### config.mk
export PLATFORM = sky130hd
export DESIGN_NAME = base64_stream_decoder_unit
export DESIGN_NICKNAME = d
export VERILOG_FILES = /design/src/design/b64d_pkg.sv /design/src/design/base64_stream_decoder_unit.sv /design/src/design/b64d_front.sv /design/src/design/b64d_queue.sv /design/src/design/b64d_back.sv
export VERILOG_INCLUDE_DIRS = /design/src /design/src/design
export SDC_FILE = /design/constraint.sdc
export NUM_CORES = 1
export LEC_CHECK = 0
export BUFFER_PORTS_ARGS = -buffer_cell sky130_fd_sc_hd__buf_2
export CAP_MARGIN = 20
export CELL_PAD_IN_SITES_DETAIL_PLACEMENT = 1
export CELL_PAD_IN_SITES_GLOBAL_PLACEMENT = 1
export CORE_UTILIZATION = 52
export CTS_CLUSTER_SIZE = 16
export DETAILED_ROUTE_END_ITERATION = 7
export GPL_ROUTABILITY_DRIVEN = 0
export HOLD_SLACK_MARGIN = 0.12
export PLACE_DENSITY = 0.83
export RECOVER_POWER = 100
export SYNTH_ARGS = -nofsm -noshare
export SYNTH_HDL_FRONTEND = slang
export SYNTH_SLANG_ARGS = --single-unit
### constraint.sdc
create_clock -name clk -period 5.35 [get_ports clk]
set_clock_uncertainty 0.05 [all_clocks]
set_input_delay 0.8025 -clock clk [delete_from_list [all_inputs] [get_ports clk]]
set_output_delay 0.8025 -clock clk [all_outputs]
set_load 0.05 [all_outputs]
### src/design/base64_stream_decoder_unit_macros.svh
// assertion macros for the base64 stream decoder
`ifndef BASE64_STREAM_DECODER_UNIT_MACROS_SVH
`define BASE64_STREAM_DECODER_UNIT_MACROS_SVH

// property that must hold at every clock edge outside reset
`define B64D_ASSERT_ALWAYS(label, cond) \
  label: assert property (@(posedge clk) disable iff (rst) (cond)) \
    else $error("b64d invariant violated");

// when pre holds, post must hold in the next cycle
`define B64D_ASSERT_NEXT(label, pre, post) \
  label: assert property (@(posedge clk) disable iff (rst) (pre) |=> (post)) \
    else $error("b64d sequence violated");

`endif

### src/design/b64d_pkg.sv
// types, constants and the alphabet lookup shared by the base64 decoder
package b64d_pkg;

  localparam int COUNT_BITS     = 16;
  localparam int QUEUE_DEPTH    = 4;   // power of two, pointers wrap naturally
  localparam int QUEUE_PTR_BITS = $clog2(QUEUE_DEPTH);

  localparam logic [7:0]  PAD_CHAR     = 8'd61;   // '='
  localparam logic [7:0]  CHAR_UPPER_A = 8'd65;   // 'A'
  localparam logic [7:0]  CHAR_UPPER_Z = 8'd90;
  localparam logic [7:0]  CHAR_LOWER_A = 8'd97;
  localparam logic [7:0]  CHAR_LOWER_Z = 8'd122;
  localparam logic [7:0]  CHAR_DIGIT_0 = 8'd48;
  localparam logic [7:0]  CHAR_DIGIT_9 = 8'd57;
  localparam logic [7:0]  CHAR_PLUS    = 8'd43;
  localparam logic [7:0]  CHAR_SLASH   = 8'd47;
  localparam logic [5:0]  SEXTET_LOWER_BASE = 6'd26;
  localparam logic [5:0]  SEXTET_DIGIT_BASE = 6'd52;
  localparam logic [5:0]  SEXTET_PLUS  = 6'd62;
  localparam logic [5:0]  SEXTET_SLASH = 6'd63;
  localparam logic [15:0] TOTAL_MAX    = 16'hFFFF;

  typedef struct packed {
    logic [7:0] char_code;
    logic       end_of_input;
  } char_item_t;

  typedef struct packed {
    logic [7:0]  data_byte;
    logic        byte_valid;
    logic        message_end;
    logic [15:0] total_bytes;
  } result_item_t;

  // work handed from the front to the back: one to three results
  typedef struct packed {
    logic [2:0][7:0] bytes;
    logic [1:0]      num_results;  // 1..3
    logic            has_bytes;    // 0 only for a message end that adds no byte
    logic            last;
    logic [15:0]     total;
  } job_t;

  typedef struct packed {
    logic empty;
    logic full;
  } queue_status_t;

  typedef struct packed {
    logic       ok;
    logic [5:0] value;
  } sextet_t;

  function automatic sextet_t map_sextet(input logic [7:0] c);
    sextet_t s;
    s.ok    = 1'b1;
    s.value = '0;
    if (c >= CHAR_UPPER_A && c <= CHAR_UPPER_Z) begin
      s.value = 6'(c - CHAR_UPPER_A);
    end else if (c >= CHAR_LOWER_A && c <= CHAR_LOWER_Z) begin
      s.value = 6'(c - CHAR_LOWER_A) + SEXTET_LOWER_BASE;
    end else if (c >= CHAR_DIGIT_0 && c <= CHAR_DIGIT_9) begin
      s.value = 6'(c - CHAR_DIGIT_0) + SEXTET_DIGIT_BASE;
    end else if (c == CHAR_PLUS) begin
      s.value = SEXTET_PLUS;
    end else if (c == CHAR_SLASH) begin
      s.value = SEXTET_SLASH;
    end else begin
      s.ok = 1'b0;
    end
    return s;
  endfunction

endpackage

### src/design/base64_stream_decoder_unit.sv
// top level of the base64 stream decoder
// Takes one character per cycle on the char channel and returns decoded bytes on the
// res channel, one result per cycle while res_stall is low. A character is classified
// and folded into the current group in the cycle it is accepted; a fourth sextet or a
// message end turns into a job of one to three results in a four-entry queue, which
// the back end drains at that rate through its output register. Valid text (four
// characters for three bytes) therefore runs at one character per cycle; once four
// jobs wait in the queue the char channel stalls until the res side catches up.
// A message end with no byte yields a single result with byte_valid low.
`include "base64_stream_decoder_unit_macros.svh"

module base64_stream_decoder_unit (
  input  logic                    clk,
  input  logic                    rst,
  input  logic                    char_valid,
  output logic                    char_stall,
  input  b64d_pkg::char_item_t    char_data,
  output logic                    res_valid,
  input  logic                    res_stall,
  output b64d_pkg::result_item_t  res_data
);

  logic                     push;
  logic                     pop;
  b64d_pkg::job_t           push_job;
  b64d_pkg::job_t           head;
  b64d_pkg::queue_status_t  q_status;

  b64d_front u_front (
    .clk        (clk),
    .rst        (rst),
    .char_valid (char_valid),
    .char_stall (char_stall),
    .char_data  (char_data),
    .q_status   (q_status),
    .push       (push),
    .push_job   (push_job)
  );

  b64d_queue u_queue (
    .clk      (clk),
    .rst      (rst),
    .push     (push),
    .push_job (push_job),
    .pop      (pop),
    .head     (head),
    .q_status (q_status)
  );

  b64d_back u_back (
    .clk       (clk),
    .rst       (rst),
    .head      (head),
    .q_status  (q_status),
    .pop       (pop),
    .res_valid (res_valid),
    .res_stall (res_stall),
    .res_data  (res_data)
  );

  // a result without a byte only ever closes a message
  `B64D_ASSERT_ALWAYS(a_nobyte_is_end, !res_valid || res_data.byte_valid || (res_data.message_end && res_data.data_byte == 8'd0))
  // the count travels only on the final result
  `B64D_ASSERT_ALWAYS(a_total_only_at_end, !res_valid || res_data.message_end || res_data.total_bytes == 16'd0)
  // queue cannot be both empty and full
  `B64D_ASSERT_ALWAYS(a_queue_status, !(q_status.empty && q_status.full))
  // retiring a job always leaves a result in the output register
  `B64D_ASSERT_NEXT(a_pop_gives_result, pop, res_valid)

endmodule

### src/design/b64d_front.sv
// front end: classifies characters, gathers sextets and builds result jobs
module b64d_front (
  input  logic                     clk,
  input  logic                     rst,
  input  logic                     char_valid,
  output logic                     char_stall,
  input  b64d_pkg::char_item_t     char_data,
  input  b64d_pkg::queue_status_t  q_status,
  output logic                     push,
  output b64d_pkg::job_t           push_job
);

  logic [2:0][5:0]                   sextet_buffer;
  logic [1:0]                        sextet_count;
  logic                              padding_seen;
  logic [b64d_pkg::COUNT_BITS-1:0]   byte_counter;

  logic                              accept;
  b64d_pkg::sextet_t                 sx;
  logic                              store;
  logic                              group_done;
  logic [2:0][5:0]                   buf_upd;
  logic [1:0]                        count_upd;
  logic                              pad_upd;
  logic [1:0]                        n_add;
  logic [b64d_pkg::COUNT_BITS:0]     sum;
  logic [b64d_pkg::COUNT_BITS-1:0]   counter_sat;
  logic [31:0]                       counter_wide;

  assign char_stall = q_status.full;
  assign accept     = char_valid && !char_stall;
  assign sx         = b64d_pkg::map_sextet(char_data.char_code);

  always_comb begin
    store      = 1'b0;
    group_done = 1'b0;
    pad_upd    = padding_seen;
    if (!padding_seen) begin
      if (char_data.char_code == b64d_pkg::PAD_CHAR) begin
        pad_upd = 1'b1;
      end else if (sx.ok) begin
        if (sextet_count < 2'd3) begin
          store = 1'b1;
        end else begin
          group_done = 1'b1;
        end
      end
    end

    buf_upd   = sextet_buffer;
    count_upd = sextet_count;
    if (store) begin
      buf_upd[sextet_count] = sx.value;
      count_upd = sextet_count + 2'd1;
    end else if (group_done) begin
      count_upd = 2'd0;
    end

    // leftover bytes use the updated buffer, group bytes take the new sextet last
    push_job.bytes[0] = {buf_upd[0], buf_upd[1][5:4]};
    push_job.bytes[1] = {buf_upd[1][3:0], buf_upd[2][5:2]};
    push_job.bytes[2] = {buf_upd[2][1:0], sx.value};
    push_job.last     = char_data.end_of_input;

    n_add = 2'd0;
    if (group_done) begin
      n_add = 2'd3;
    end else if (char_data.end_of_input && count_upd == 2'd2) begin
      n_add = 2'd1;
    end else if (char_data.end_of_input && count_upd == 2'd3) begin
      n_add = 2'd2;
    end

    push_job.has_bytes   = (n_add != 2'd0);
    push_job.num_results = push_job.has_bytes ? n_add : 2'd1;

    sum = {1'b0, byte_counter} + (b64d_pkg::COUNT_BITS + 1)'(n_add);
    counter_sat  = sum[b64d_pkg::COUNT_BITS] ? '1 : sum[b64d_pkg::COUNT_BITS-1:0];
    counter_wide = 32'(counter_sat);
    push_job.total = (counter_wide > 32'(b64d_pkg::TOTAL_MAX)) ?
                     b64d_pkg::TOTAL_MAX : counter_wide[15:0];
  end

  assign push = accept && (push_job.has_bytes || char_data.end_of_input);

  always_ff @(posedge clk) begin
    if (rst) begin
      sextet_buffer <= '0;
      sextet_count  <= '0;
      padding_seen  <= 1'b0;
      byte_counter  <= '0;
    end else if (accept) begin
      if (char_data.end_of_input) begin
        sextet_buffer <= '0;
        sextet_count  <= '0;
        padding_seen  <= 1'b0;
        byte_counter  <= '0;
      end else begin
        sextet_buffer <= buf_upd;
        sextet_count  <= count_upd;
        padding_seen  <= pad_upd;
        byte_counter  <= counter_sat;
      end
    end
  end

endmodule

### src/design/b64d_queue.sv
// small register queue of jobs between front and back
module b64d_queue (
  input  logic                     clk,
  input  logic                     rst,
  input  logic                     push,
  input  b64d_pkg::job_t           push_job,
  input  logic                     pop,
  output b64d_pkg::job_t           head,
  output b64d_pkg::queue_status_t  q_status
);

  b64d_pkg::job_t                     entries [b64d_pkg::QUEUE_DEPTH];
  logic [b64d_pkg::QUEUE_PTR_BITS-1:0] wr_ptr;
  logic [b64d_pkg::QUEUE_PTR_BITS-1:0] rd_ptr;
  logic [b64d_pkg::QUEUE_PTR_BITS:0]   count;

  assign head           = entries[rd_ptr];
  assign q_status.empty = (count == '0);
  assign q_status.full  = (count == (b64d_pkg::QUEUE_PTR_BITS + 1)'(b64d_pkg::QUEUE_DEPTH));

  always_ff @(posedge clk) begin
    if (push) begin
      entries[wr_ptr] <= push_job;
    end
  end

  always_ff @(posedge clk) begin
    if (rst) begin
      wr_ptr <= '0;
      rd_ptr <= '0;
      count  <= '0;
    end else begin
      if (push) begin
        wr_ptr <= wr_ptr + b64d_pkg::QUEUE_PTR_BITS'(1);
      end
      if (pop) begin
        rd_ptr <= rd_ptr + b64d_pkg::QUEUE_PTR_BITS'(1);
      end
      unique case ({push, pop})
        2'b10:   count <= count + (b64d_pkg::QUEUE_PTR_BITS + 1)'(1);
        2'b01:   count <= count - (b64d_pkg::QUEUE_PTR_BITS + 1)'(1);
        default: count <= count;
      endcase
    end
  end

endmodule

### src/design/b64d_back.sv
// back end: splits each job into result transactions behind an output register
module b64d_back (
  input  logic                     clk,
  input  logic                     rst,
  input  b64d_pkg::job_t           head,
  input  b64d_pkg::queue_status_t  q_status,
  output logic                     pop,
  output logic                     res_valid,
  input  logic                     res_stall,
  output b64d_pkg::result_item_t   res_data
);

  logic [1:0] idx;
  logic       advance;
  logic       final_of_job;

  assign advance      = !res_valid || !res_stall;
  assign final_of_job = (idx == head.num_results - 2'd1);
  assign pop          = advance && !q_status.empty && final_of_job;

  always_ff @(posedge clk) begin
    if (rst) begin
      res_valid <= 1'b0;
      idx       <= '0;
    end else if (advance) begin
      res_valid <= !q_status.empty;
      if (!q_status.empty) begin
        idx <= final_of_job ? 2'd0 : idx + 2'd1;
      end
    end
  end

  always_ff @(posedge clk) begin
    if (advance && !q_status.empty) begin
      res_data.data_byte   <= head.has_bytes ? head.bytes[idx] : 8'd0;
      res_data.byte_valid  <= head.has_bytes;
      res_data.message_end <= head.last && final_of_job;
      res_data.total_bytes <= (head.last && final_of_job) ? head.total : 16'd0;
    end
  end

endmodule
Yosys cells after proc, flatten, opt, wreduce, memory -nomap -nowiden
Memory sizes are Yosys's and may differ from the RTL's. A register that Yosys moved wholly into a read port is not among the register bits.
Index checks and enable logic that the tools add are counted.
Operators by class
  muxes and demuxes: 43
  magnitude comparators: 10
  reductions and logical operators: 21
  equal/unequal tests: 9
  bitwise logic cells: 1
  add/subtract/negate cells: 13
Operators with widths (number)
  $mux 18: 2
  $mux 6: 6
  $mux 16: 2
  $eq 8x6->1 const B: 3
  $mux 2: 10
  $bwmux 18: 1
  $mux 1: 18
  $add 16x2->17: 1
  $bmux 8 s2: 1
  $ge 8x7->1 const B: 2
  $le 8x7->1 const B: 2
  $demux 6 s2: 1
  $sub 6x6->6 const B: 2
  $logic_and 1x1->1: 11
  $add 2x1->2 const B: 4
  $ge 8x6->1 const B: 1
  $le 8x6->1 const B: 1
  $mux 8: 1
  $add 6x5->6 const B: 1
  $add 6x6->6 const B: 1
  $eq 2x2->1 const B: 3
  $lt 2x3->1 const B: 2
  $pmux 3 s2: 1
  $sub 6x1->6 const B: 1
  other kinds (14): 19
Storage, ports and cells
  bits in registers: 73
  logic and storage cells: 113
  output and inout port bits: 28
  memory bits (writable): 176
  memories: 1
  input bits: 13
Memory list
  u_queue.entries: words 4, width 44, read ports 1, clocked after Yosys merged registers in 1, write ports 1, RTL line b64d_queue.sv:12  | b64d_pkg::job_t entries [b64d_pkg::QUEUE_DEPTH];

Depth between registers and ports, before layout
  depth after elaboration: 21
  mapped depth: 19
  mapped depth without buffers: 16

Cells and area by module
Synthesis repeated with hierarchy kept, for this count alone.
Unflattened totals
  cells, all modules: 726
  area, all modules: 11010.6 um^2
By module, submodules not included
  b64d_queue: area an instance 6841.6 um^2, cells each 277, times used 1, sequential area each 5465.2 um^2
  b64d_front: area an instance 2807.7 um^2, cells each 330, times used 1, sequential area each 740.7 um^2
  b64d_back: area an instance 1361.3 um^2, cells each 119, times used 1, sequential area each 840.8 um^2

Worst setup path after synthesis
No wires, ideal clock.
  path kind: in2reg
  start: input port char_data[3] (netlist name)
  end: memory u_queue.entries[0][6] (netlist name) (data pin)
  setup time: 0.286 ns
  path buffers: 4
  setup slack: 0.830 ns
  cell stages on the path: 18
  required time: 5.014 ns
  data arrival time: 4.184 ns
  cell sequence: buf_6 -> inv_1 -> ha_1 -> and2b_1 -> o21ai_4 -> a21oi_4 -> a21oi_2 -> nand2_1 -> o311ai_0 -> ha_1 -> fa_1 -> and4_1 -> and3_1 -> buf_2 -> nand3_1 -> clkbuf_1 -> buf_2 -> o21ai_0
RTL lines
  start: declaration: RTL line base64_stream_decoder_unit.sv:17  | input b64d_pkg::char_item_t char_data,
  end: declaration: RTL line b64d_queue.sv:12

Final worst setup path
  start: input port char_data[3] (netlist name)
  end: register u_front.byte_counter[2] (netlist name)
On the way
  cells in the longest elaborated chain, start to end: 19
  elaborated cells between the ends (all ways): 35
  classes of those cells: 1 x add/sub; 6 x order compare; 5 x eq/ne; 18 x mux; 5 x reduce/logical
RTL lines
  branches (longest 15 deep; another with $ge 8x6->1)
  $mux 2 (*): RTL line b64d_front.sv:66  | if (group_done) begin
  $add 16x2->17 (*): RTL line b64d_front.sv:77  | sum = {1'b0, byte_counter} + (b64d_pkg::COUNT_BITS + 1)'(n_add);
  $mux 16 (*): RTL line b64d_front.sv:78  | counter_sat = sum[b64d_pkg::COUNT_BITS] ? '1 : sum[b64d_pkg::COUNT_BITS-1:0];
  $mux 16 (*): RTL line b64d_front.sv:93  | if (char_data.end_of_input) begin
  end signal: assignment: RTL line b64d_front.sv:102  | byte_counter <= counter_sat;
  end: declaration: RTL line b64d_front.sv:16  | logic [b64d_pkg::COUNT_BITS-1:0] byte_counter;
Every way passes the cells marked *.
A chain may end at the register's enable or synchronous reset.

==> run metrics <==
outcome finished, violations left; failing checks max-capacitance violations, max-slew violations; Layout area overhead 10.43%; RR Endpoint u_back.res_data[23]$_SDFFCE_PN0P_; Hold Fails Final Rpt 0; Gate Count Post-Synth 713; Port Buffer Count 40; largest area contributor in the netlist edfxtp_1; Pleak 4.171 nW; Reg2Reg Depth 5; boundary pin count 41; fin crit period 4.766 ns; initial cell density of the core 53.40%; DRT Pass-1 Iters 5; Final Net Count between 700 and 800; sequential area share after synthesis 64.59%; WL final 26.02 mm; first-pass GRT wire length a little over 40 mm; CP Data Required Time 5.72 ns; Hold-fix buffers, CTS 0; Slew Limit Fails between 60 and 70; crit-path max FO 18; Net Sw Frac a little under a third; Iter 0 DRT Violations 615; PD cells around 460 mW/mm^2; syn nets between 700 and 800; most frequent cells in the layout edfxtp_1, dfxtp_1, mux4_2; crit path cell chain buf_2, inv_1, ha_1, a21o_2, o2111ai_1, nand3_1, a21oi_2, nand2_1, o311ai_0, ha_1, fa_1, and4_1, and3_1, nand3_1, buf_4, a31oi_1, nor2_1, nor3_1; Post-DRT Antenna Nets 0; synthesized area 0.01091 mm^2; CTS buffer count 25; antenna violations before repair 0; GR Util All Layers 24.76%; critical path type primary input to flip-flop; Slew headroom -92.92%; clock power share 30.6%; unique cell type count in the Yosys netlist 69; post_cts resized 0; Max Clk Rate around 0.21 GHz; FF-to-FF setup slack 0.80 ns; Post-synth EDFFs between 200 and 250; CTS tree done; count of state elements after synthesis 251; Synth Area per Inst between 15 and 20 um^2; TNS Setup 0 ns; vias 6520; wire per inst between 20 and 25 um; total gr overflow 0; Detailed Place HPWL 16.71 mm; vias in the first global route 6939; slowest stage cell, crit path a21oi_2; Storage cell area between 0.007 and 0.008 mm^2; Post-CTS Setup Bufs 0; Flop pwr share 44.1%; Clock Pin Slew Worst Setup and Hold Paths approximately 0.060 ns; fill count 1907; Ys Warns 0; Post-synth ARST share 0%; startpoint of the worst hold path u_back.res_valid$_SDFFE_PP0N_; num rows 52; Largest stage delay, worst path approximately 0.42 ns; Antenna Cells 0; WHS Endpoint u_back.res_valid$_SDFFE_PP0N_; Comb power frac roughly 25%; Setup crit end kind flip-flop; Die Wd 146.8 um; largest net degree at the start of global routing 38; Max-Cap Viols 2; Multi-input gate area 0.003532 mm^2; Die ar. 0.02156 mm^2; most common cell after layout, fill and taps aside edfxtp_1; synth top area cells edfxtp_1, mux4_2, dfxtp_1; vias per cell approximately 6.3; fin crit share a little under 90%; hold slack about 0.43 ns; share of the synthesized area in the top cell type 55.60%; drt drc 0; ys flop type edfxtp_1; clk root buf clkbuf_16; CP Launch Type primary input; RSZ-0062 raised after global routing no; Final setup viols 0; hold crit path type flip-flop to flip-flop; crit path DAT 5.13 ns; cell depth of the worst hold path 2; net switching power 1.763 mW; core area between 0.02 and 0.025 mm^2; H-tree Lvls 1; share of cells above drive strength 1 14.77%; CTS Buffer Depth 3; CTS sink cnt 251; Die H 146.8 um; Power Internal 3.774 mW; Max VDD drop 296.1 uV; worst-margin pin slew between 2 and 3 ns; clk_lat worst skew just over 0.5 ns
area by class of cell:
cell class,count,area share [%]
sequential,251,58.51
multi-input combinational,395,29.32
clock buffer,35,5.754
tap,270,2.804
timing repair buffer,52,1.890
inverter,29,0.9036
clock inverter,10,0.8205
worst max-delay path: cells and delay by family:
family	cells	cell delay (ns)
AOI/OAI and AO/OA	5	1.14
adders and majority gates	3	0.86
buffers and inverters	3	0.62
and+or+nand+nor	7	1.71
cell families (layout without fill, tap and decap cells):
| group | Yosys count | in the layout | share of synthesized area [%] |
|---|---|---|---|
| DFF | 251 | 251 | 64.59 |
| and+or+nand+nor | 162 | 162 | 8.201 |
| AOI/OAI and AO/OA | 118 | 118 | 8.155 |
| muxes | 77 | 77 | 12.35 |
| buffers and inverters | 67 | 126 | 2.753 |
| adders and majority gates | 22 | 22 | 2.661 |
| xor gates and xnor gates | 16 | 16 | 1.285 |
sequential cells by signal, summed over array words and instances, names as in the netlist, named ones only:
signal                 count
u_front.byte_counter      16
u_front.sextet_buffer     18
u_queue.wr_ptr             2
u_queue.entries          176
u_queue.rd_ptr             2
u_front.padding_seen       1
u_queue.count              3
u_front.sextet_count       2
u_back.res_valid           1
u_back.idx                 2
u_back.res_data           26
routing by layer:
layer  track usage (%)  up-vias  wire length [um]
li1                  -     2858                 -
met1             31.91     3369             10630
met2             43.74      239             13410
met3             3.043       54              1263
met4             7.813        0               713
met5                 0        -                 0
through the flow:
| step | instances | power, mW | utilization [%] | setup slack [ns] | cell area [um^2] |
|---|---|---|---|---|---|
| floorplan | 713 | 3.539 | - | 0.8302 | 10910 |
| global placement | 997 | 3.843 | 55.57 | 0.4864 | 11350 |
| detailed placement | 997 | 3.909 | 55.57 | 0.2823 | 11350 |
| CTS | 1042 | 5.619 | 59.45 | 0.7665 | 12150 |
| global route | 1042 | 5.742 | 58.97 | 0.2135 | 12050 |
| finish | 1042 | 5.538 | 58.97 | 0.5840 | 12050 |
cells in the mapped netlist, drive strengths merged (5+ instances only):
cell / count
o21ai: 17
xor2: 5
nand2: 29
nand4: 5
o22ai: 10
nand2b: 9
dfxtp: 49
mux2i: 12
a32o: 18
nor2: 31
a21oi: 31
mux2: 21
ha: 20
a31oi: 6
and3: 25
xnor2: 11
nor3: 14
edfxtp: 202
buf: 16
mux4: 44
and2: 17
nand3: 13
inv: 29
clkbuf: 22
a21o: 6
how the worst max path moves through the flow:
stage / depth (start not counted) / slack, ns / from / endpoint
floorplan: 18 / 0.83 / char_data[3] / u_queue.entries[0][6]$_DFFE_PP_
CTS: 18 / 0.77 / char_data[3] / u_front.byte_counter[2]$_SDFFE_PP0P_
global placement: 16 / 0.49 / char_data[3] / u_front.byte_counter[2]$_SDFFE_PP0P_
finish: 18 / 0.58 / char_data[3] / u_front.byte_counter[2]$_SDFFE_PP0P_
global route: 5 / 0.21 / flip-flop / u_back.res_data[25]$_SDFFCE_PN0P_
detailed placement: 17 / 0.28 / char_data[2] / u_front.byte_counter[2]$_SDFFE_PP0P_
power groups by stage:
stage | clock network (mW) | registers [mW] | logic [mW]
after floorplan | 0 | 2.82 | 0.724
after global routing | 1.79 | 2.46 | 1.49
after global placement | 0 | 2.46 | 1.38
after detailed placement | 0 | 2.48 | 1.43
final | 1.70 | 2.44 | 1.40
after CTS | 1.72 | 2.44 | 1.46
Note: power is estimated with default switching activity, not from simulation.
